**config.mk**
```make
export PLATFORM = sky130hd
export DESIGN_NAME = bfiq_hash_gen
export DESIGN_NICKNAME = d
export VERILOG_FILES = /design/src/rtl/bfiq_pkg.sv /design/src/rtl/bfiq_hash_gen.sv
export SDC_FILE = /design/constraint.sdc
export NUM_CORES = 1
export LEC_CHECK = 0
export CAP_MARGIN = 10
export CORE_MARGIN = 2
export CORE_UTILIZATION = 45
export CTS_CLUSTER_SIZE = 12
export DETAILED_ROUTE_END_ITERATION = 16
export DONT_BUFFER_PORTS = 1
export PLACE_DENSITY = 0.65
export SLEW_MARGIN = 20
export SYNTH_ARGS = -nofsm -noshare
export SYNTH_HDL_FRONTEND = slang
export SYNTH_SLANG_ARGS = --single-unit
```
**constraint.sdc**
```tcl
create_clock -name clk -period 4.9 [get_ports clk]
set_input_delay 0.735 -clock clk [delete_from_list [all_inputs] [get_ports clk]]
set_output_delay 0.735 -clock clk [all_outputs]
set_load 0.02 [all_outputs]
```
**src/rtl/bfiq_pkg.sv**
```systemverilog
`timescale 1ns / 1ps
// ----------------------------------------------------------------------------
// bfiq_pkg: shared constants, codes and types of the Bloom filter core
// Sizes of the filter and hash limits, the prime table, the hash unit
// operation codes and the control structs passed between the modules.
// ----------------------------------------------------------------------------
package bfiq_pkg;

  // Filter and hash limits.
  localparam int MAX_BITS     = 65536;
  localparam int MAX_HASHES   = 16;

  // Field and register widths.
  localparam int KEY_W        = 64;
  localparam int BIT_COUNT_W  = 17;
  localparam int HASH_COUNT_W = 5;
  localparam int CFG_DATA_W   = 17;
  localparam int CFG_INDEX_W  = 2;

  // Register indexes of the configuration port.
  localparam logic [CFG_INDEX_W-1:0] REG_BIT_COUNT  = 2'd0;
  localparam logic [CFG_INDEX_W-1:0] REG_HASH_COUNT = 2'd1;

  // Register reset values.
  localparam logic [BIT_COUNT_W-1:0]  BIT_COUNT_RST  = 17'd65536;
  localparam logic [HASH_COUNT_W-1:0] HASH_COUNT_RST = 5'd1;

  // Mersenne prime 2^31-1 used as the first modulus.
  localparam int                MERS_W     = 31;
  localparam logic [MERS_W-1:0] MERSENNE31 = 31'h7FFF_FFFF;

  // Bit index and final modulus widths.
  localparam int IDX_W = $clog2(MAX_BITS);
  localparam int DIV_W = IDX_W + 1;

  // Hash counter widths.
  localparam int HASH_IDX_W = (MAX_HASHES > 1) ? $clog2(MAX_HASHES) : 1;
  localparam int HASH_CNT_W = $clog2(MAX_HASHES + 1);

  // Bit array organized as rows of ROW_W bits.
  localparam int ROW_W     = (MAX_BITS < 32) ? MAX_BITS : 32;
  localparam int ROW_SEL_W = $clog2(ROW_W);
  localparam int ROWS      = MAX_BITS / ROW_W;
  localparam int ROW_AW    = (ROWS > 1) ? $clog2(ROWS) : 1;

  // Remainder unit: dividend padded to DVD_W bits, MOD_STEP bits per cycle.
  localparam int DVD_W     = 32;
  localparam int MOD_STEP  = 4;
  localparam int MOD_CYC   = DVD_W / MOD_STEP;
  localparam int MOD_CNT_W = $clog2(MOD_CYC);

  // Hash unit operation codes.
  localparam int GOP_W = 3;
  localparam logic [GOP_W-1:0] GOP_NONE   = 3'd0;
  localparam logic [GOP_W-1:0] GOP_LOAD   = 3'd1;
  localparam logic [GOP_W-1:0] GOP_FOLD   = 3'd2;
  localparam logic [GOP_W-1:0] GOP_REDUCE = 3'd3;
  localparam logic [GOP_W-1:0] GOP_ACC    = 3'd4;
  localparam logic [GOP_W-1:0] GOP_PRIME  = 3'd5;

  typedef struct packed {
    logic [GOP_W-1:0]      op;
    logic [HASH_IDX_W-1:0] idx;
  } hash_ctrl_t;

  typedef struct packed {
    logic             start;
    logic [MERS_W-1:0] dividend;
    logic [DIV_W-1:0] divisor;
  } mod_req_t;

  typedef struct packed {
    logic             done;
    logic [IDX_W-1:0] rem;
  } mod_rsp_t;

  // The j-th prime, j counted from 0.
  function automatic logic [7:0] prime_of(input logic [4:0] j);
    logic [7:0] p;
    case (j)
      5'd0:  p = 8'd2;
      5'd1:  p = 8'd3;
      5'd2:  p = 8'd5;
      5'd3:  p = 8'd7;
      5'd4:  p = 8'd11;
      5'd5:  p = 8'd13;
      5'd6:  p = 8'd17;
      5'd7:  p = 8'd19;
      5'd8:  p = 8'd23;
      5'd9:  p = 8'd29;
      5'd10: p = 8'd31;
      5'd11: p = 8'd37;
      5'd12: p = 8'd41;
      5'd13: p = 8'd43;
      5'd14: p = 8'd47;
      5'd15: p = 8'd53;
      5'd16: p = 8'd59;
      5'd17: p = 8'd61;
      5'd18: p = 8'd67;
      5'd19: p = 8'd71;
      5'd20: p = 8'd73;
      5'd21: p = 8'd79;
      5'd22: p = 8'd83;
      5'd23: p = 8'd89;
      5'd24: p = 8'd97;
      5'd25: p = 8'd101;
      5'd26: p = 8'd103;
      5'd27: p = 8'd107;
      5'd28: p = 8'd109;
      5'd29: p = 8'd113;
      5'd30: p = 8'd127;
      5'd31: p = 8'd131;
      default: p = 8'd2;
    endcase
    return p;
  endfunction

endpackage

```
**src/rtl/bfiq_hash_gen.sv**
```systemverilog
`timescale 1ns / 1ps
// ----------------------------------------------------------------------------
// bfiq_hash_gen: hash value generator
// Reduces the key modulo 2^31-1 and steps through ((j+1)*r + prime_j) mod
// 2^31-1 by repeated addition, one add and conditional subtract per cycle.
// ----------------------------------------------------------------------------
module bfiq_hash_gen (
  input  logic                                clk,
  input  bfiq_pkg::hash_ctrl_t                ctrl,
  input  logic [bfiq_pkg::KEY_W-1:0]          key,
  output logic [bfiq_pkg::MERS_W-1:0]         hash_val
);

  localparam logic [31:0] M32 = 32'(bfiq_pkg::MERSENNE31);

  logic [32:0]                 t_r, t_nxt;
  logic [bfiq_pkg::MERS_W-1:0] r_r, r_nxt;
  logic [bfiq_pkg::MERS_W-1:0] acc_r, acc_nxt;
  logic [bfiq_pkg::MERS_W-1:0] v_r, v_nxt;
  logic [32:0]                 fold_a;
  logic [31:0]                 fold_b;
  logic [31:0]                 acc_sum;
  logic [31:0]                 prime_sum;

  always_comb begin
    // Fold the 64-bit key into 31-bit chunks; 2^31 == 1 modulo 2^31-1.
    fold_a    = 33'(key[30:0]) + 33'(key[61:31]) + 33'(key[63:62]);
    fold_b    = 32'(t_r[30:0]) + 32'(t_r[32:31]);
    acc_sum   = 32'(acc_r) + 32'(r_r);
    prime_sum = 32'(acc_r) + 32'(bfiq_pkg::prime_of(5'(ctrl.idx)));
    t_nxt     = t_r;
    r_nxt     = r_r;
    acc_nxt   = acc_r;
    v_nxt     = v_r;
    case (ctrl.op)
      bfiq_pkg::GOP_LOAD: begin
        t_nxt = fold_a;
      end
      bfiq_pkg::GOP_FOLD: begin
        t_nxt = 33'(fold_b);
      end
      bfiq_pkg::GOP_REDUCE: begin
        r_nxt   = (t_r[31:0] >= M32) ? 31'(t_r[31:0] - M32) : t_r[30:0];
        acc_nxt = '0;
      end
      bfiq_pkg::GOP_ACC: begin
        acc_nxt = (acc_sum >= M32) ? 31'(acc_sum - M32) : acc_sum[30:0];
      end
      bfiq_pkg::GOP_PRIME: begin
        v_nxt = (prime_sum >= M32) ? 31'(prime_sum - M32) : prime_sum[30:0];
      end
      default: begin
      end
    endcase
  end

  always_ff @(posedge clk) begin
    t_r   <= t_nxt;
    r_r   <= r_nxt;
    acc_r <= acc_nxt;
    v_r   <= v_nxt;
  end

  assign hash_val = v_r;

endmodule

```
# Word level (Yosys, flattened, before mapping)
# Memory sizes are Yosys's and may differ from the RTL's.
# Index checks and enable logic that the tools add are counted.
# Widths: inputs -> output; s select.
# word_totals
rom_bits	96
n_memories	1
register_bits	126
output_inout_bits	31
# memory_table
name	depth	word_bits	rd	rd_ports_with_merged_regs	wr	line	text
(name not given)	16	6	1	0	0	bfiq_pkg.sv:80	case (j)
# op_classes
n_reduce_logical	2
n_eq_ne	5
magnitude_cmp	3
add_sub_neg	8
n_mux	5
# op_table
op	n
$ge 32x31->1 const B	3
$mux 31	3
$sub 31x31->31 const B	3
$pmux 33 s2	1
$add 31x31->32	2
$pmux 31 s2	1
$add 32x2->33	1
$add 31x2->32	1
$add 31x8->32	1
$eq 3x2->1 const B	2
$eq 3x3->1 const B	2
$reduce_bool 2->1	2
$eq 3x1->1 const B	1

# Depth between registers and ports, before layout
# logic_depth
depth_word	4
depth_mapped	19
mapped_depth_nobuf	19

# Worst setup path after synthesis
# OpenSTA, ideal clock, no wires.
# synth_timing
kind	input -> register
startpoint	input port ctrl[3] (netlist name)
endpoint	register v_r, in the netlist hash_val[13] (data pin)
setup_slack_ps	300
path_buffers	2
stages	16
arrival_ps	4343
path_cell_list	clkbuf_1 > mux2_2 > o21ai_0 > inv_1 > fa_1 > nor2b_1 > o21ai_0 > a21boi_0 > o21ai_0 > a211oi_2 > xor2_1 > a22oi_1 > or3b_2 > a211oi_1 > buf_2 > nor2_1
# synth_via
elab_chain_cells	4
word_cells_on_any_way	5
classes_between	add/sub (2); order compare (1); mux (1); memory (1)
# synth_rtl
item	line	text
from (decl)	bfiq_hash_gen.sv:9	input bfiq_pkg::hash_ctrl_t ctrl,
$mem_v2 16x6 (*)	-	
$add 31x8->32 (*)	bfiq_hash_gen.sv:30	prime_sum = 32'(acc_r) + 32'(bfiq_pkg::prime_of(5'(ctrl.idx)));
$sub 31x31->31 / $ge 32x31->1 (equally long branches)	bfiq_hash_gen.sv:50	v_nxt = (prime_sum >= M32) ? 31'(prime_sum - M32) : prime_sum[30:0];
$mux 31 (*)	bfiq_hash_gen.sv:50	
to (signal assigned)	bfiq_hash_gen.sv:61	v_r <= v_nxt;
to (decl)	bfiq_hash_gen.sv:19	logic [bfiq_pkg::MERS_W-1:0] v_r, v_nxt;
# Every way passes the cells marked *; elsewhere a longest branch is shown, timed or not.
# A chain may end at the register's enable or synchronous reset.

# Final worst setup path
# layout_timing
startpoint	register acc_r[0] (netlist name)
endpoint	register acc_r[25] (netlist name) (data pin)
# layout_via
elab_chain_cells	4
word_cells_on_any_way	5
classes_between	add/sub (2); order compare (1); mux (2)
# layout_rtl
item	line	text
from (decl)	bfiq_hash_gen.sv:18	logic [bfiq_pkg::MERS_W-1:0] acc_r, acc_nxt;
from (signal assigned)	bfiq_hash_gen.sv:60	acc_r <= acc_nxt;
$add 31x31->32 (*)	bfiq_hash_gen.sv:29	acc_sum = 32'(acc_r) + 32'(r_r);
$sub 31x31->31 / $ge 32x31->1 (equally long branches)	bfiq_hash_gen.sv:47	acc_nxt = (acc_sum >= M32) ? 31'(acc_sum - M32) : acc_sum[30:0];
$mux 31 (*)	bfiq_hash_gen.sv:47	
$pmux 31 s2 (*)	bfiq_hash_gen.sv:35	case (ctrl.op)
# Marks and branches as above.

==> summary.md <==
| Metric | Value |
|---|---|
| Status | finished clean |
| RSZ-0062 raised after global routing | no |
| Commonest non-fill, non-tap cell in the layout | nor2_1 |
| Row count | 57 |
| Core box area | 24300 µm² |
| Beginning of the critical path | acc_r[0] |
| FF-to-FF End | acc_r[25] |
| Clk pin slew, worst setup/hold paths | 0.06 ns |
| Unique cell type count in the Yosys netlist | 77 |
| CP arrival | 4.55 ns |
| Slew @ Worst Pin | 1.03 ns |
| Initial antenna violation count | 0 |
| WP data required | 5.03 ns |
| Min-Delay Endpoint | t_r[4] |
| Synthesized Nets | 1410 |
| Post-CTS Hold Buffers | 0 |
| Setup TNS | 0 ns |
| Post-synth EDFFs | 126 |
| Iter 0 DRT Violations | 516 |
| Hold depth | 2 |
| Total GRT Usage | 18.1% |
| Switch share | 28.8% |
| CTS resizes | 0 |
| Share of cells above drive strength 1 | 5.64% |
| Setup crit end kind | register |
| Synth warnings | 0 |
| Syn Std Cell Area | 11200 µm² |
| Hold Crit Class | in2reg |
| PwrDens | approximately 290 nW/µm² |
| WL final | about 24000 µm |
| Clock buffer depth | 2 |
| Psw | 988 µW |
| Flop pwr share | 40.4% |
| Most used DFF post-synth | edfxtp_1 |
| Gpl congestion | 0.955 |
| Relative slew slack | 30.5% |
| Design area | 12000 µm² |
| Die Y | 161 µm |
| Largest net degree at the start of global routing | 35 |
| Drt pass-1 iters | 5 |
| Post-synthesis async set-or-reset flop share | 0% |
| Number of port buffers | 0 |
| Maximum capacitance violations | 0 |
| Post-CTS setup buffers | 0 |
| R2r setup slk | 0.47 ns |
| Routed Antenna Nets | 0 |
| Final Hold Fails | 0 |
| Final net count | 1397 |
| DIE WIDTH | roughly 160 µm |
| Avg Inst Size Synth | 9.10 µm² |
| Seq/Total Area, Yosys | approximately 34% |
| Logic pwr share | 24.8% |
| Post-DP HPWL | 19000 µm |
| Final min period | 4.43 ns |
| Dpl ws | 0.272 ns |
| Pint | 2.44 mW |
| Peak VDD IR | 0.251 mV |
| I/O pins | 103 |
| Clock power share | 34.9% |
| Worst-Skew Late Latency | around 0.4 ns |
| Final Skew | 0.00904 ns |
| CP Max Fanout | 25 |
| Fin util | 49.5% |
| CTS Root Cell | clkbuf_16 |
| Area Growth Syn to Fin | 7.80% |
| Gr ovfl total | 0 |
| Worst setup SP type | register |
| Leakage | 4.58 nW |
| Fmax | 0.226 GHz |
| Antenna diodes | 0 |
| Wire per inst | 15.2 µm |
| Finish-stage setup viols | 0 |
| Yosys reg bits | around 130 |
| Routed vias | 8532 |
| Die area | 26100 µm² |
| Fin crit share | 90.4% |
| H-Tree Depth | 4 |
| Placed insts | 1518 |
| Pwr Total | 3.43 mW |
| First-pass GRT wire length | 38300 µm |
| Critical path class | reg2reg |
| # DRC | 0 |
| R2r startpoint | acc_r[0] |
| Commonest cells after routing, fill and taps aside | nor2_1 (142), edfxtp_1 (126), ha_1 (106), nand2_1 (102), xnor2_1 (97) |
| TritonCTS clock tree | yes |
| Hold Path Origin | ctrl[4] |
| Via/cell ratio | 5.51 |
| Vias in the first global route | 7929 |
| TritonCTS Buffers | 17 |
| Smallest setup slack after layout | 0.473 ns |
| R2R cell count | 14 |
| DP Area | 11500 µm² |
| Slew Limit Fails | 0 |
| Initial Utilization | 45.9% |
| Post-Syn Instances | 1226 |
| Fin Hold WS | 0.612 ns |
| Final cell count without fillers | 1548 |
| CTS sink cnt | 126 |
## layer usage
| metal | share of wire (%) | up-vias | wire [µm] | track usage (%) |
|---|---|---|---|---|
| li1 | - | 4443 | - | - |
| met1 | 47 | 3842 | 11200 | 23.4 |
| met2 | 46 | 213 | 11000 | 30.6 |
| met3 | 4.0 | 34 | 944 | 2.52 |
| met4 | 2.2 | 0 | 525 | 7.10 |
| met5 | 0 | - | 0 | 0 |
## sequential cells by signal, indices dropped and copies added, names as in the netlist
| signal | count |
|---|---|
| acc_r | 31 |
| r_r | 31 |
| t_r | 33 |
| hash_val | 31 |
## logic make-up (layout without fill, tap and decap cells)
group,count (synthesis),in the layout,share of synthesized area (%)
simple gates,482,482,22.1
flops,126,126,33.9
compound gates,251,251,14.5
fa+ha+maj,112,112,13.0
xor+xnor,161,161,12.6
mux,10,10,0.942
buf+inv,84,82,3.02
## area by class of cell
type / instances / area, µm²
Fill cell: 2269 / 12300
Multi-Input combinational cell: 1016 / 7050
Sequential cell: 126 / 3780
Clock buffer: 19 / 433
Tap cell: 324 / 405
Inverter: 41 / 154
Clock inverter: 11 / 125
Timing Repair Buffer: 11 / 82.6
## synth_stat cells (all sizes together), types with 11 or more instances
cell type	count	area share [%]
clkbuf	33	1.1
edfxtp	126	34
a21oi	79	3.5
ha	106	12
nand2	102	3.4
nand2b	14	0.78
nor3	24	1.2
and2	11	0.62
inv	41	1.4
nor2b	14	0.81
o211ai	12	0.85
nor2	143	4.8
a21o	27	1.8
nand3	44	2.0
o21a	11	0.74
xor2	64	5.0
and3	33	1.9
o21ai	62	2.8
nand4	34	1.9
xnor2	97	7.6
## critical path, cell delays in order, from the launching register on
cell and delay [ns]:
edfxtp_1 0.42, ha_1 0.25, fa_1 0.43, a211o_1 0.36
a21o_1 0.25, a41o_1 0.26, nor4b_2 0.44, nor4b_2 0.38
nand3_1 0.15, nor2b_2 0.21, and3_1 0.22, a31o_4 0.34
nand4_1 0.16, xnor2_1 0.19, nor2_1 0.06
## power groups by stage
stage	combinational [mW]	sequential (mW)	clock, mW
5_1_grt	0.967	1.39	1.26
2_1_floorplan	0.718	1.36	0
6_report	0.849	1.38	1.20
3_5_place_dp	0.844	1.40	0
4_1_cts	0.852	1.38	1.22
3_3_place_gp	0.834	1.40	0
## worst max path at each step
| stage | end | slack (ns) | cells past startpoint |
|---|---|---|---|
| floorplan | hash_val[13] | 0.30 | 16 |
| global placement | hash_val[2] | 0.36 | 17 |
| detailed placement | hash_val[2] | 0.27 | 17 |
| CTS | acc_r[25] | 0.45 | 14 |
| global route | acc_r[19] | 0.18 | 13 |
| finish | acc_r[25] | 0.47 | 14 |
Note: power is estimated with default switching activity, not from simulation.
