<file path="config.mk">
export PLATFORM = sky130hd
export DESIGN_NAME = bfiq_mod_unit
export DESIGN_NICKNAME = d
export VERILOG_FILES = /design/src/rtl/bfiq_pkg.sv /design/src/rtl/bfiq_mod_unit.sv
export SDC_FILE = /design/constraint.sdc
export NUM_CORES = 1
export LEC_CHECK = 0
export ABC_AREA = 1
export BUFFER_PORTS_ARGS = -buffer_cell sky130_fd_sc_hd__buf_2
export CORE_ASPECT_RATIO = 1.4
export CORE_UTILIZATION = 43
export DETAILED_ROUTE_END_ITERATION = 8
export PLACE_DENSITY = 0.6
export SLEW_MARGIN = 40
export SYNTH_ARGS = -nofsm -noshare
export SYNTH_HDL_FRONTEND = slang
export SYNTH_SLANG_ARGS = --single-unit
export TNS_END_PERCENT = 100
</file>
<file path="constraint.sdc">
create_clock -name clk -period 8.6 [get_ports clk]
set_input_delay 1.72 -clock clk [delete_from_list [all_inputs] [get_ports clk]]
set_output_delay 1.72 -clock clk [all_outputs]
set_load 0.005 [all_outputs]
</file>
<file path="src/rtl/bfiq_pkg.sv">
`timescale 1ns / 1ps
// ----------------------------------------------------------------------------
// bfiq_pkg: shared constants, codes and types of the Bloom filter core
// Sizes of the filter and hash limits, the prime table, the hash unit
// operation codes and the control structs passed between the modules.
// ----------------------------------------------------------------------------
package bfiq_pkg;

  // Filter and hash limits.
  localparam int MAX_BITS     = 65536;
  localparam int MAX_HASHES   = 16;

  // Field and register widths.
  localparam int KEY_W        = 64;
  localparam int BIT_COUNT_W  = 17;
  localparam int HASH_COUNT_W = 5;
  localparam int CFG_DATA_W   = 17;
  localparam int CFG_INDEX_W  = 2;

  // Register indexes of the configuration port.
  localparam logic [CFG_INDEX_W-1:0] REG_BIT_COUNT  = 2'd0;
  localparam logic [CFG_INDEX_W-1:0] REG_HASH_COUNT = 2'd1;

  // Register reset values.
  localparam logic [BIT_COUNT_W-1:0]  BIT_COUNT_RST  = 17'd65536;
  localparam logic [HASH_COUNT_W-1:0] HASH_COUNT_RST = 5'd1;

  // Mersenne prime 2^31-1 used as the first modulus.
  localparam int                MERS_W     = 31;
  localparam logic [MERS_W-1:0] MERSENNE31 = 31'h7FFF_FFFF;

  // Bit index and final modulus widths.
  localparam int IDX_W = $clog2(MAX_BITS);
  localparam int DIV_W = IDX_W + 1;

  // Hash counter widths.
  localparam int HASH_IDX_W = (MAX_HASHES > 1) ? $clog2(MAX_HASHES) : 1;
  localparam int HASH_CNT_W = $clog2(MAX_HASHES + 1);

  // Bit array organized as rows of ROW_W bits.
  localparam int ROW_W     = (MAX_BITS < 32) ? MAX_BITS : 32;
  localparam int ROW_SEL_W = $clog2(ROW_W);
  localparam int ROWS      = MAX_BITS / ROW_W;
  localparam int ROW_AW    = (ROWS > 1) ? $clog2(ROWS) : 1;

  // Remainder unit: dividend padded to DVD_W bits, MOD_STEP bits per cycle.
  localparam int DVD_W     = 32;
  localparam int MOD_STEP  = 4;
  localparam int MOD_CYC   = DVD_W / MOD_STEP;
  localparam int MOD_CNT_W = $clog2(MOD_CYC);

  // Hash unit operation codes.
  localparam int GOP_W = 3;
  localparam logic [GOP_W-1:0] GOP_NONE   = 3'd0;
  localparam logic [GOP_W-1:0] GOP_LOAD   = 3'd1;
  localparam logic [GOP_W-1:0] GOP_FOLD   = 3'd2;
  localparam logic [GOP_W-1:0] GOP_REDUCE = 3'd3;
  localparam logic [GOP_W-1:0] GOP_ACC    = 3'd4;
  localparam logic [GOP_W-1:0] GOP_PRIME  = 3'd5;

  typedef struct packed {
    logic [GOP_W-1:0]      op;
    logic [HASH_IDX_W-1:0] idx;
  } hash_ctrl_t;

  typedef struct packed {
    logic             start;
    logic [MERS_W-1:0] dividend;
    logic [DIV_W-1:0] divisor;
  } mod_req_t;

  typedef struct packed {
    logic             done;
    logic [IDX_W-1:0] rem;
  } mod_rsp_t;

  // The j-th prime, j counted from 0.
  function automatic logic [7:0] prime_of(input logic [4:0] j);
    logic [7:0] p;
    case (j)
      5'd0:  p = 8'd2;
      5'd1:  p = 8'd3;
      5'd2:  p = 8'd5;
      5'd3:  p = 8'd7;
      5'd4:  p = 8'd11;
      5'd5:  p = 8'd13;
      5'd6:  p = 8'd17;
      5'd7:  p = 8'd19;
      5'd8:  p = 8'd23;
      5'd9:  p = 8'd29;
      5'd10: p = 8'd31;
      5'd11: p = 8'd37;
      5'd12: p = 8'd41;
      5'd13: p = 8'd43;
      5'd14: p = 8'd47;
      5'd15: p = 8'd53;
      5'd16: p = 8'd59;
      5'd17: p = 8'd61;
      5'd18: p = 8'd67;
      5'd19: p = 8'd71;
      5'd20: p = 8'd73;
      5'd21: p = 8'd79;
      5'd22: p = 8'd83;
      5'd23: p = 8'd89;
      5'd24: p = 8'd97;
      5'd25: p = 8'd101;
      5'd26: p = 8'd103;
      5'd27: p = 8'd107;
      5'd28: p = 8'd109;
      5'd29: p = 8'd113;
      5'd30: p = 8'd127;
      5'd31: p = 8'd131;
      default: p = 8'd2;
    endcase
    return p;
  endfunction

endpackage

</file>
<file path="src/rtl/bfiq_mod_unit.sv">
`timescale 1ns / 1ps
// ----------------------------------------------------------------------------
// bfiq_mod_unit: iterative remainder unit
// Restoring division that retires MOD_STEP dividend bits per cycle and
// returns the remainder with a one-cycle done pulse.
// ----------------------------------------------------------------------------
module bfiq_mod_unit (
  input  logic                clk,
  input  logic                rst_n,
  input  bfiq_pkg::mod_req_t  req,
  output bfiq_pkg::mod_rsp_t  rsp
);

  logic [bfiq_pkg::DVD_W-1:0]     dvd_r, dvd_nxt;
  logic [bfiq_pkg::DIV_W-1:0]     div_r, div_nxt;
  logic [bfiq_pkg::DIV_W-1:0]     rem_r, rem_nxt;
  logic [bfiq_pkg::MOD_CNT_W-1:0] cnt_r, cnt_nxt;
  logic                           busy_r, busy_nxt;
  logic                           done_r, done_nxt;
  logic [bfiq_pkg::DIV_W-1:0]     rem_w;
  logic [bfiq_pkg::DIV_W:0]       sh;

  always_comb begin
    rem_w    = rem_r;
    sh       = '0;
    for (int i = 0; i < bfiq_pkg::MOD_STEP; i++) begin
      sh    = {rem_w, dvd_r[bfiq_pkg::DVD_W-1-i]};
      rem_w = (sh >= {1'b0, div_r}) ? bfiq_pkg::DIV_W'(sh - {1'b0, div_r})
                                    : bfiq_pkg::DIV_W'(sh);
    end
    dvd_nxt  = dvd_r;
    div_nxt  = div_r;
    rem_nxt  = rem_r;
    cnt_nxt  = cnt_r;
    busy_nxt = busy_r;
    done_nxt = 1'b0;
    if (req.start) begin
      dvd_nxt  = bfiq_pkg::DVD_W'(req.dividend);
      div_nxt  = req.divisor;
      rem_nxt  = '0;
      cnt_nxt  = '0;
      busy_nxt = 1'b1;
    end else if (busy_r) begin
      dvd_nxt = dvd_r << bfiq_pkg::MOD_STEP;
      rem_nxt = rem_w;
      cnt_nxt = cnt_r + 1'b1;
      if (cnt_r == bfiq_pkg::MOD_CNT_W'(bfiq_pkg::MOD_CYC - 1)) begin
        busy_nxt = 1'b0;
        done_nxt = 1'b1;
      end
    end
  end

  always_ff @(posedge clk) begin
    if (!rst_n) begin
      busy_r <= 1'b0;
      done_r <= 1'b0;
      cnt_r  <= '0;
    end else begin
      busy_r <= busy_nxt;
      done_r <= done_nxt;
      cnt_r  <= cnt_nxt;
    end
  end

  always_ff @(posedge clk) begin
    dvd_r <= dvd_nxt;
    div_r <= div_nxt;
    rem_r <= rem_nxt;
  end

  assign rsp.done = done_r;
  assign rsp.rem  = bfiq_pkg::IDX_W'(rem_r);

endmodule
</file>
Yosys cells after proc, flatten, opt, wreduce, memory -nomap -nowiden
Cells that the tools add are included.

Add/sub/neg operators: 5. Equal/unequal tests: 1. Reductions and logical operators: 3. Magnitude comparators: 4. Shifts and indexed selects: 0. Muxes and demuxes: 10. Bitwise logic cells: 2. Divide/modulo/power cells: 0. $mul: 0.

Operator list (count): $ge A18 B17 Y1 (4); $mux W17 (4); $sub A17 B17 Y17 (4); $mux W31 (2); $mux W1 (4); $add A3 B1 Y3 const B (1); $eq A3 B3 Y1 const B (1); $reduce_or A3 Y1 (1); $not A1 Y1 (2); $reduce_bool A2 Y1 (1); $reduce_or A2 Y1 (1).

Memories: 0. Memory bits (writable): 0. Register bits: 71. Output and inout bits: 17. Bits in latches: 0. Word-level logic and storage cells: 32. Bits in read-only memories: 0.

Logic depth before layout (Yosys ltp)
Gate-level depths: netlist of run 1.

Word-level depth: 8. Depth in mapped cells: 60. Mapped depth without buffers: 58.

Worst setup path before layout of run 1
Ideal clock, no wire load.

Path type: register to register. Start: reg div_r[1] (netlist bit). End: reg rem_r[10] (netlist bit). Data arrival time: 7.379 ns. Setup slack: 1.108 ns. Library setup time: 0.113 ns. Clock period less this slack: 7.492 ns. Cell stages (with the launch flop): 58. Cells stage by stage: edfxtp_1 inv_1 fa_1 nand2_1 nand3_2 nand2_1 nand2_4 nand2_4 nand2_4 buf_2 or2_2 nand2_1 inv_1 ha_1 nand2_1 inv_1 nand2_1 nor3_1 [22 not listed] nand2_1 inv_1 ha_1 nand2_1 nand2_1 a21oi_1 o21ai_0 nand3_1 nand2_1 nand3_1 nand3_1 a21oi_1 inv_1 nor2_4 buf_4 nand3_1 nand3_1 nand2_1.

Longest elaborated chain between the ends: 8.

RTL lines: start: declaration (line bfiq_mod_unit.sv:15) `logic [bfiq_pkg::DIV_W-1:0] div_r, div_nxt;`; start signal: assignment (line bfiq_mod_unit.sv:68) `div_r <= div_nxt;`; $sub A17 B17 Y17 / $ge A18 B17 Y1 (equally long branches) (line bfiq_mod_unit.sv:28) `rem_w = (sh >= {1'b0, div_r}) ? bfiq_pkg::DIV_W'(sh - {1'b0, div_r})`; $mux W17 (line bfiq_mod_unit.sv:28); $sub A17 B17 Y17 / $ge A18 B17 Y1 (equally long branches) (line bfiq_mod_unit.sv:28); $mux W17 (line bfiq_mod_unit.sv:28); $sub A17 B17 Y17 / $ge A18 B17 Y1 (equally long branches) (line bfiq_mod_unit.sv:28); $mux W17 (line bfiq_mod_unit.sv:28); $sub A17 B17 Y17 / $ge A18 B17 Y1 (equally long branches) (line bfiq_mod_unit.sv:28); $mux W17 (*) (line bfiq_mod_unit.sv:28); end signal: assignment (line bfiq_mod_unit.sv:69) `rem_r <= rem_nxt;`; end: declaration (line bfiq_mod_unit.sv:16) `logic [bfiq_pkg::DIV_W-1:0] rem_r, rem_nxt;`.

Every way passes the cells marked *; elsewhere a longest branch is shown, timed or not. A chain may end at the register's enable or synchronous reset.

Worst setup path after layout of run 1
Start: reg div_r[0] (netlist bit). End: reg rem_r[3] (netlist bit).

Same word-level chain as after synthesis.

==> run_results.csv, run 1 <==
group,metric,value,unit
run_status,outcome,"finished, final reports clean",
global_routing,grt_usage,0.253,
placement,portBuffers,67,
sta,finalHoldViolCount,0,
yosys,synth_area_leader_cell,"nand2_1",
clock_network,numCtsBuffers,9,
setup_path,critPathKind,"reg -> reg",
sta,max_freq,0.126,GHz
detailed_routing,ant_nets,0,
global_routing,grt_overflow_total,0,
final_layout,design_area,8540,um2
final_layout,syn2layout_area_growth,15.9,%
global_routing,grt_max_degree,52,
global_routing,met2_usage,0.463,
global_routing,grt.busiest_layer,"met2",
yosys,ys_warn_count,0,
clock_network,cts_tree,"yes",
setup_path,arrival,8.16,ns
yosys,synth_cell_types,48,
detailed_routing,vias,7088,
hold_path,hp-class,"reg -> reg",
clock_network,clockBufferDepth,2,
sta,final-setup-viol-count,0,
detailed_routing,wl_per_cell,16.1,um
clock_network,htree_levels,3,
floorplan,rows,56,
sta,drv_slew,0,
placement,placed_cell_area,8040,um2
floorplan,ios,68,
final_layout,nets,1288,
detailed_routing,routed_wl,22.0,mm
clock_network,root_buffer,"clkbuf_16",
final_layout,final_cell_mix,"nand2_1, inv_1, ha_1, buf_2, nand3_1",
yosys,synth_seq_cells,71,
yosys,async_flop_share,0,
setup_path,crit_top_cell,"nand2_1",
clock_network,worstSkewPairLatency,0.33,ns
detailed_routing,viasPerCell,5.17,
placement,place_congestion,0.938,
final_layout,antenna_cells,0,
floorplan,core,16700,um2
sta,fin_setup_tns,0,ns
sta,fin_skew,0.00449,ns
floorplan,die_y,157,um
setup_path,crit_fanout,17,
sta,setup_ws,0.673,ns
floorplan,die_area,17700,um2
final_layout,drive_above_1_share,0.181,
yosys,synth_edf_count,48,
final_layout,mostFrequentLayoutCell,"nand2_1",
global_routing,first_global_vias,6977,
placement,hpwlAfterDp,18.0,mm
sta,tightestPinTransition,0.541,ns
sta,relSlewSlack,0.636,
global_routing,met3_usage,0.0263,
yosys,yosysTopAreaCellShare,0.197,
final_layout,fin_util,0.510,
sta,min_period_over_period,0.922,
yosys,synth.net_count,1199,
global_routing,grt_pass1_wl,34.2,mm
setup_path,crit_path_end_kind,"flip-flop",
sta,period_needed,7.93,ns
setup_path,cp_data_required_time,8.83,ns
yosys,syn-instance-count,1074,
final_layout,seqCellArea,1900,um2
floorplan,initial_core_util,0.440,
global_routing,gr-usage-met1,0.278,
detailed_routing,dr.pass1.iters,5,
final_layout,multi_input_area,4850,um2
detailed_routing,drc,0,
placement,dp_slack,-0.0333,ns
clock_network,cts.sink_count,71,
yosys,yosysSeqAreaShare,0.258,
clock_network,path_clk_slew,0.06,ns
yosys,syn_area_per_cell,6.86,um2
yosys,synth-main-ff-cell,"edfxtp_1",
yosys,synth_area_leaders,"nand2_1, edfxtp_1, ha_1",
setup_path,slowest_stage,"edfxtp_1",
yosys,synth_area,7370,um2
setup_path,slowest_delay,0.45,ns
final_layout,fillCellCount,1713,
global_routing,antenna_found_initial,0,
floorplan,fp.dieW,113,um
detailed_routing,drt_iter0_drc,342,
run,cap_violations,0,
setup_path,start_kind,"flip-flop",
-- layout make-up --
cell class              instances  area share
well taps                     203      0.0297
inverters                     142      0.0624
flip-flops and latches         71       0.223
clock buffers                   9      0.0264
repair buffers                111      0.0820
multi-input cells             828       0.568
clock inverters                 7     0.00850
-- cell families (layout without fill, tap and decap cells) --
kind of cell / after synthesis / count (layout) / synth area share
flip-flops: 71 / 71 / 0.258
buffers and inverters: 177 / 269 / 0.103
adder cells (fa/ha/maj): 74 / 74 / 0.130
AO/OA/AOI/OAI: 133 / 133 / 0.101
AND/OR/NAND/NOR: 565 / 567 / 0.344
XOR/XNOR: 54 / 54 / 0.0642
-- worst max-delay path: cells and delay by family, from the launching register on --
kind | cells | cell delay [ns]
buf+inv | 9 | 0.74
simple gates | 33 | 3.51
compound gates | 8 | 1.44
fa+ha+maj | 5 | 1.66
flops | 1 | 0.45
-- state kept, by name, summed over array words and instances (netlist names) --
register and count:
busy_r 1, cnt_r 3, done_r 1, div_r 17, rem_r 17, dvd_r 32
-- path summary, 6_finish.rpt --
path                                from        to  slack (ns)  cells after the start
worst max-delay path            div_r[0]  rem_r[3]        0.67                     55
worst min-delay path            cnt_r[2]  cnt_r[2]        0.47                      2
worst max register to register  div_r[0]  rem_r[3]        0.67                     55
worst min register to register  cnt_r[2]  cnt_r[2]        0.47                      2
-- per-stage QoR --
| step | cells | hold WS [ns] |
|---|---|---|
| after global routing | 1371 | 0.492 |
| after floorplan | 1074 | 0.422 |
| after CTS | 1364 | 0.471 |
| final | 1371 | 0.468 |
| after global placement | 1348 | 0.453 |
| after detailed placement | 1348 | 0.461 |
-- synth_stat cells, drive strengths merged (8+ instances only) --
cell / n
a21oi: 64
buf: 27
clkbuf: 8
dfxtp: 23
edfxtp: 48
ha: 70
inv: 142
nand2: 411
nand3: 73
nor2: 54
o21ai: 45
xnor2: 37
xor2: 17
-- routing by layer --
| layer | routed length, um | vias up |
|---|---|---|
| met3 | 826 | 78 |
| met1 | 8680 | 3178 |
| met5 | 0 | - |
| li1 | - | 3626 |
| met2 | 11200 | 206 |
| met4 | 1350 | 0 |
-- what timing repair did --
| action | 4_1_cts | 5_1_grt |
|---|---|---|
| cloned | 0 | 2 |
| hold buffers | 0 | 0 |
| resized for setup | 2 | 36 |
| pin swaps | 0 | 5 |
| buffers inserted | 0 | 5 |
| endpoints found under the setup margin | 16 | 17 |
Power of run 1 is not shown: default switching activity piles up to over one toggle a cycle in this logic, so the estimate is an artifact.
==> run 2, diff against run 1 <==
--- a/config.mk
+++ b/config.mk
@@ -7,10 +7,12 @@
 export LEC_CHECK = 0
 export ABC_AREA = 1
 export BUFFER_PORTS_ARGS = -buffer_cell sky130_fd_sc_hd__buf_2
+export CELL_PAD_IN_SITES_DETAIL_PLACEMENT = 0
+export CELL_PAD_IN_SITES_GLOBAL_PLACEMENT = 1
 export CORE_ASPECT_RATIO = 1.4
 export CORE_UTILIZATION = 43
 export DETAILED_ROUTE_END_ITERATION = 8
-export PLACE_DENSITY = 0.6
+export PLACE_DENSITY = 0.79
 export SLEW_MARGIN = 40
 export SYNTH_ARGS = -nofsm -noshare
 export SYNTH_HDL_FRONTEND = slang
==> constraint.sdc (replaced) <==
create_clock -name clk -period 8.2 [get_ports clk]
set_input_delay 1.64 -clock clk [delete_from_list [all_inputs] [get_ports clk]]
set_output_delay 1.64 -clock clk [all_outputs]
set_load 0.005 [all_outputs]
==> run 2 against run 1 <==
  * Fmax is 3.8% higher
  * Sequential share of layout area shrank 2.0 points
  * Final area up 9.7%
  * Via count up 6.8%
  * Non-clock buffer count grew 111
  * Critical endpoint is now rem_r[11]
  * Sequential cell count unchanged
  * Die area unchanged
  * Utilization rose by 4.9 points
  * First-iteration DRC count grew 40%
==> run_results.csv, run 2 (synthesis results as in run 1) <==
group,metric,value,unit
detailed_routing,dr.pass1.iters,5,
floorplan,ios,68,
clock_network,clockBufferDepth,2,
setup_path,critPathKind,"reg -> reg",
detailed_routing,viasPerCell,5.11,
detailed_routing,ant_nets,0,
final_layout,fillCellCount,1656,
floorplan,rows,56,
detailed_routing,wl_per_cell,16.8,um
global_routing,first_global_vias,7419,
clock_network,numCtsBuffers,9,
floorplan,fp.dieW,113,um
sta,fin_skew,0.00794,ns
clock_network,cts.sink_count,71,
global_routing,grt_max_degree,52,
floorplan,initial_core_util,0.440,
sta,finalHoldViolCount,0,
final_layout,mostFrequentLayoutCell,"nand2_1",
floorplan,die_y,157,um
clock_network,path_clk_slew,0.06,ns
sta,rsz0062_at_grt,"no",
setup_path,arrival,7.87,ns
global_routing,antenna_found_initial,0,
setup_path,crit_fanout,15,
clock_network,root_buffer,"clkbuf_16",
sta,relSlewSlack,0.601,
final_layout,design_area,9370,um2
setup_path,slowest_delay,0.41,ns
hold_path,hp-class,"reg -> reg",
placement,hpwlAfterDp,20.8,mm
setup_path,crit_top_cell,"nand2_1",
sta,drv_slew,0,
clock_network,htree_levels,3,
placement,place_congestion,0.945,
clock_network,worstSkewPairLatency,0.34,ns
setup_path,cp_data_required_time,8.43,ns
final_layout,syn2layout_area_growth,27.2,%
global_routing,grt_overflow_total,0,
floorplan,die_area,17700,um2
sta,tightestPinTransition,0.599,ns
run,cap_violations,0,
final_layout,final_cell_mix,"nand2_1, buf_4, inv_1",
detailed_routing,routed_wl,25.0,mm
sta,final-setup-viol-count,0,
sta,max_freq,0.131,GHz
sta,fin_setup_tns,0,ns
sta,min_period_over_period,0.931,
detailed_routing,drt_iter0_drc,478,
final_layout,antenna_cells,0,
setup_path,crit_path_end_kind,"flip-flop",
sta,period_needed,7.64,ns
run_status,outcome,"finished, final reports clean",
setup_path,crit_family,"simple AND/OR/NAND/NOR gates",
placement,placed_cell_area,8900,um2
detailed_routing,drc,0,
final_layout,drive_above_1_share,0.245,
clock_network,cts_tree,"yes",
setup_path,crit_buf_inv,14,
setup_path,slowest_stage,"ha_2",
global_routing,grt_usage,0.287,
setup_path,start_kind,"flip-flop",
final_layout,largest-register,"dvd_r",
floorplan,core,16700,um2
final_layout,fin_util,0.560,
final_layout,largest_reg_flops,32,
placement,portBuffers,67,
global_routing,grt_pass1_wl,38.1,mm
clock_network,holdBufCountCts,0,
final_layout,reg.largest.list,"dvd_r (32), div_r (17), rem_r (17)",
final_layout,nets,1398,
detailed_routing,vias,7569,
-- run 2: changes by cell type in the layout (fill, tap and decap cells not counted), sizes merged --
cell      change
buf         +111
bufinv        -1
clkbuf        +2
clkinvlp      -1
nand4         -1
-- run 2: repair_timing --
action | 4_1_cts | 5_1_grt
setup endpoints to repair | 0 | 17
buffers inserted | 0 | 5
hold endpoints to repair | 0 | 0
resized for setup | 0 | 24
-- run 2: worst reg2reg max path, delay by kind of cell, from the launching register on --
family / cells / cell delay [ns]
simple gates: 33 / 3.18
buf+inv: 14 / 1.78
flops: 1 / 0.32
fa+ha+maj: 4 / 1.39
compound gates: 6 / 0.85
-- run 2: cell type report --
| cell class | count | area (um2) | area share |
|---|---|---|---|
| tap | 203 | 254 | 0.0271 |
| multi-input combinational | 827 | 4820 | 0.515 |
| inverter | 142 | 533 | 0.0569 |
| clock buffer | 11 | 275 | 0.0294 |
| sequential | 71 | 1900 | 0.203 |
| clock inverter | 5 | 35.0 | 0.00374 |
| timing repair buffer | 222 | 1550 | 0.165 |
-- run 2: worst paths after layout --
check,endpoint,cells past startpoint,startpoint,slack [ns]
worst max register to register,rem_r[11],57,div_r[15],0.56
worst min-delay path,cnt_r[1],2,cnt_r[1],0.47
worst min register to register,cnt_r[1],2,cnt_r[1],0.47
worst max-delay path,rem_r[11],57,div_r[15],0.56
-- run 2: routing by layer --
layer | global-route usage | wire length [um]
met1 | 0.313 | 10000
met2 | 0.527 | 12300
met3 | 0.0306 | 954
met4 | 0.187 | 1640
met5 | 0 | 0
-- run 2: stage by stage --
step | hold WS, ns | worst slack, ns | std cells
after floorplan | 0.422 | 0.708 | 1074
after global placement | 0.455 | 0.372 | 1459
after detailed placement | 0.463 | 0.188 | 1459
after CTS | 0.473 | 0.116 | 1475
after global routing | 0.484 | 0.000699 | 1481
final | 0.469 | 0.564 | 1481
Power of run 2 is left out for the same reason.
==> run 3, diff against run 2 <==
--- a/config.mk
+++ b/config.mk
@@ -10,9 +10,9 @@
 export CELL_PAD_IN_SITES_DETAIL_PLACEMENT = 0
 export CELL_PAD_IN_SITES_GLOBAL_PLACEMENT = 1
 export CORE_ASPECT_RATIO = 1.4
-export CORE_UTILIZATION = 43
+export CORE_UTILIZATION = 44
 export DETAILED_ROUTE_END_ITERATION = 8
-export PLACE_DENSITY = 0.79
+export PLACE_DENSITY = 0.81
 export SLEW_MARGIN = 40
 export SYNTH_ARGS = -nofsm -noshare
 export SYNTH_HDL_FRONTEND = slang
==> run 3 against run 2 <==
  * The run now ends with DRC left
  * Die area down 2.2%
  * Utilization down 0.63 points
  * Clock-buffer cell count unchanged
  * Worst hold slack worse by 0.014 ns
  * Non-clock buffer count down 44
  * Global-route usage down 0.44 points
  * Sequential share of layout area up 0.87 points
  * Fmax down 0.30%
  * Clock skew up 0.00099 ns
  * Final area down 4.1%
  * Final cell count down 3.2%
  * Wire length down 3.9%
  * Critical endpoint is now rem_r[6]
==> run_results.csv, run 3 (synthesis results as in run 1) <==
group,metric,value,unit
global_routing,gr-usage-met1,0.339,
final_layout,largest-register,"dvd_r",
setup_path,cp_data_required_time,8.43,ns
setup_path,critPathKind,"reg -> reg",
floorplan,fp.dieW,111,um
setup_path,timing.rr.end,"rem_r[6]",
global_routing,grt_overflow_total,0,
final_layout,syn2layout_area_growth,21.9,%
floorplan,ios,68,
setup_path,crit_top_cell,"nand2_1",
final_layout,final_cell_mix,"nand2_1, inv_1, buf_4",
run_status,outcome,"complete, but fails checks",
clock_network,numCtsBuffers,9,
placement,placed_cell_area,8570,um2
placement,place_congestion,0.959,
floorplan,initial_core_util,0.454,
sta,tightestPinTransition,0.790,ns
final_layout,instances_no_fill,1434,
global_routing,met3_usage,0.0265,
setup_path,slowest_delay,0.43,ns
setup_path,crit_path_end_kind,"flip-flop",
floorplan,die_area,17300,um2
setup_path,crit_buf_inv,12,
detailed_routing,ant_nets,0,
detailed_routing,viasPerCell,5.04,
run_status,failed_checks,"DRC",
clock_network,path_clk_slew,0.06,ns
setup_path,reg2reg_depth,54,
clock_network,root_buffer,"clkbuf_16",
detailed_routing,dr.pass1.iters,7,
sta,min_period_over_period,0.934,
setup_path,slowest_stage,"fa_1",
hold_path,min_path_cells,2,
global_routing,grt_usage,0.283,
detailed_routing,vias,7222,
placement,hpwlAfterDp,19.7,mm
setup_path,r2r_start,"div_r[15]",
global_routing,first_global_vias,7075,
run,cap_violations,0,
sta,max_freq,0.131,GHz
final_layout,largest_reg_flops,32,
hold_path,hold_start,"dvd_r[27]",
floorplan,rows,55,
final_layout,reg.largest.list,"dvd_r (32), div_r (17), rem_r (17)",
placement,dp_slack,0.156,ns
sta,drv_slew,0,
final_layout,design_area,8980,um2
final_layout,antenna_cells,0,
clock_network,htree_levels,3,
final_layout,drive_above_1_share,0.225,
clock_network,clockBufferDepth,2,
setup_path,crit_family,"simple AND/OR/NAND/NOR gates",
clock_network,cts_tree,"yes",
global_routing,antenna_found_initial,0,
setup_path,arrival,7.89,ns
setup_path,r2r_slack,0.54,ns
sta,setup_ws,0.541,ns
final_layout,nets,1355,
placement,dp_cells,1413,
clock_network,cts.sink_count,71,
detailed_routing,wl_per_cell,16.7,um
sta,period_needed,7.66,ns
floorplan,core,16200,um2
hold_path,hp-class,"reg -> reg",
detailed_routing,routed_wl,24.0,mm
clock_network,worstSkewPairLatency,0.34,ns
sta,final-setup-viol-count,0,
floorplan,die_y,155,um
hold_path,min_to,"dvd_r[31]",
detailed_routing,drc,6,
global_routing,grt.busiest_layer,"met2",
global_routing,grt_max_degree,52,
global_routing,grt_pass1_wl,37.4,mm
setup_path,crit_fanout,11,
placement,portBuffers,67,
sta,relSlewSlack,0.473,
setup_path,start_kind,"flip-flop",
sta,finalHoldViolCount,0,
final_layout,mostFrequentLayoutCell,"nand2_1",
detailed_routing,drt_iter0_drc,584,
clock_network,holdBufCountCts,0,
final_layout,fin_util,0.553,
final_layout,fillCellCount,1647,
global_routing,met2_usage,0.501,
sta,fin_skew,0.00893,ns
==> run 3: cell count changes in the layout (fill, tap and decap cells not counted), moves of 2 or more <==
cell       delta
buf_4        -43
inv_4         +2
nand2_2       +3
clkbuf_1      +2
ha_1          +4
nand2_1       -3
a21oi_1       -7
nor2_2        +2
clkbuf_16     -2
nor2_1        -2
ha_4          -3
a21oi_2       +7
clkinv_4      -2
==> run 3: through the flow <==
step | setup TNS, ns | hold slack, ns
3_5_place_dp | 0 | 0.450
4_1_cts | 0 | 0.464
5_1_grt | -0.0182 | 0.492
2_1_floorplan | 0 | 0.422
3_3_place_gp | 0 | 0.433
6_report | 0 | 0.455
==> run 3: area by class of cell <==
| cell class | instances | area [um2] | area share |
|---|---|---|---|
| multi-input combinational | 828 | 4830 | 0.538 |
| sequential | 71 | 1900 | 0.212 |
| timing repair buffer | 178 | 1210 | 0.134 |
| inverter | 142 | 533 | 0.0593 |
| tap | 199 | 249 | 0.0277 |
| clock buffer | 11 | 233 | 0.0259 |
| clock inverter | 5 | 31.3 | 0.00348 |
==> run 3: worst max-delay path by stage <==
| stage | startpoint | cells past startpoint | slack (ns) | endpoint |
|---|---|---|---|---|
| floorplan | div_r[1] | 57 | 0.71 | rem_r[10] |
| global placement | dvd_r[31] | 51 | 0.21 | rem_r[6] |
| detailed placement | dvd_r[31] | 51 | 0.16 | rem_r[6] |
| CTS | dvd_r[31] | 51 | 0.12 | rem_r[6] |
| global route | dvd_r[31] | 57 | -0.01 | rem_r[6] |
| finish | div_r[15] | 54 | 0.54 | rem_r[6] |
==> run 3: timing repair <==
action | in CTS | in global routing
resized for setup | 0 | 32
setup buffers | 0 | 3
setup endpoints to repair | 0 | 17
==> run 3: tightest hold or removal path: cells and delay by family, from the launching register on <==
kind	cells	cell delay [ns]
and+or+nand+nor	1	0.05
AOI/OAI and AO/OA	1	0.05
DFF	1	0.33
==> run 3: metal layers <==
layer  routed length (um)  part of all wire
met5                    0                 0
met2                11800              0.49
met3                  970             0.040
met4                 1260             0.053
met1                 9970              0.42
Power of run 3 is left out for the same reason.
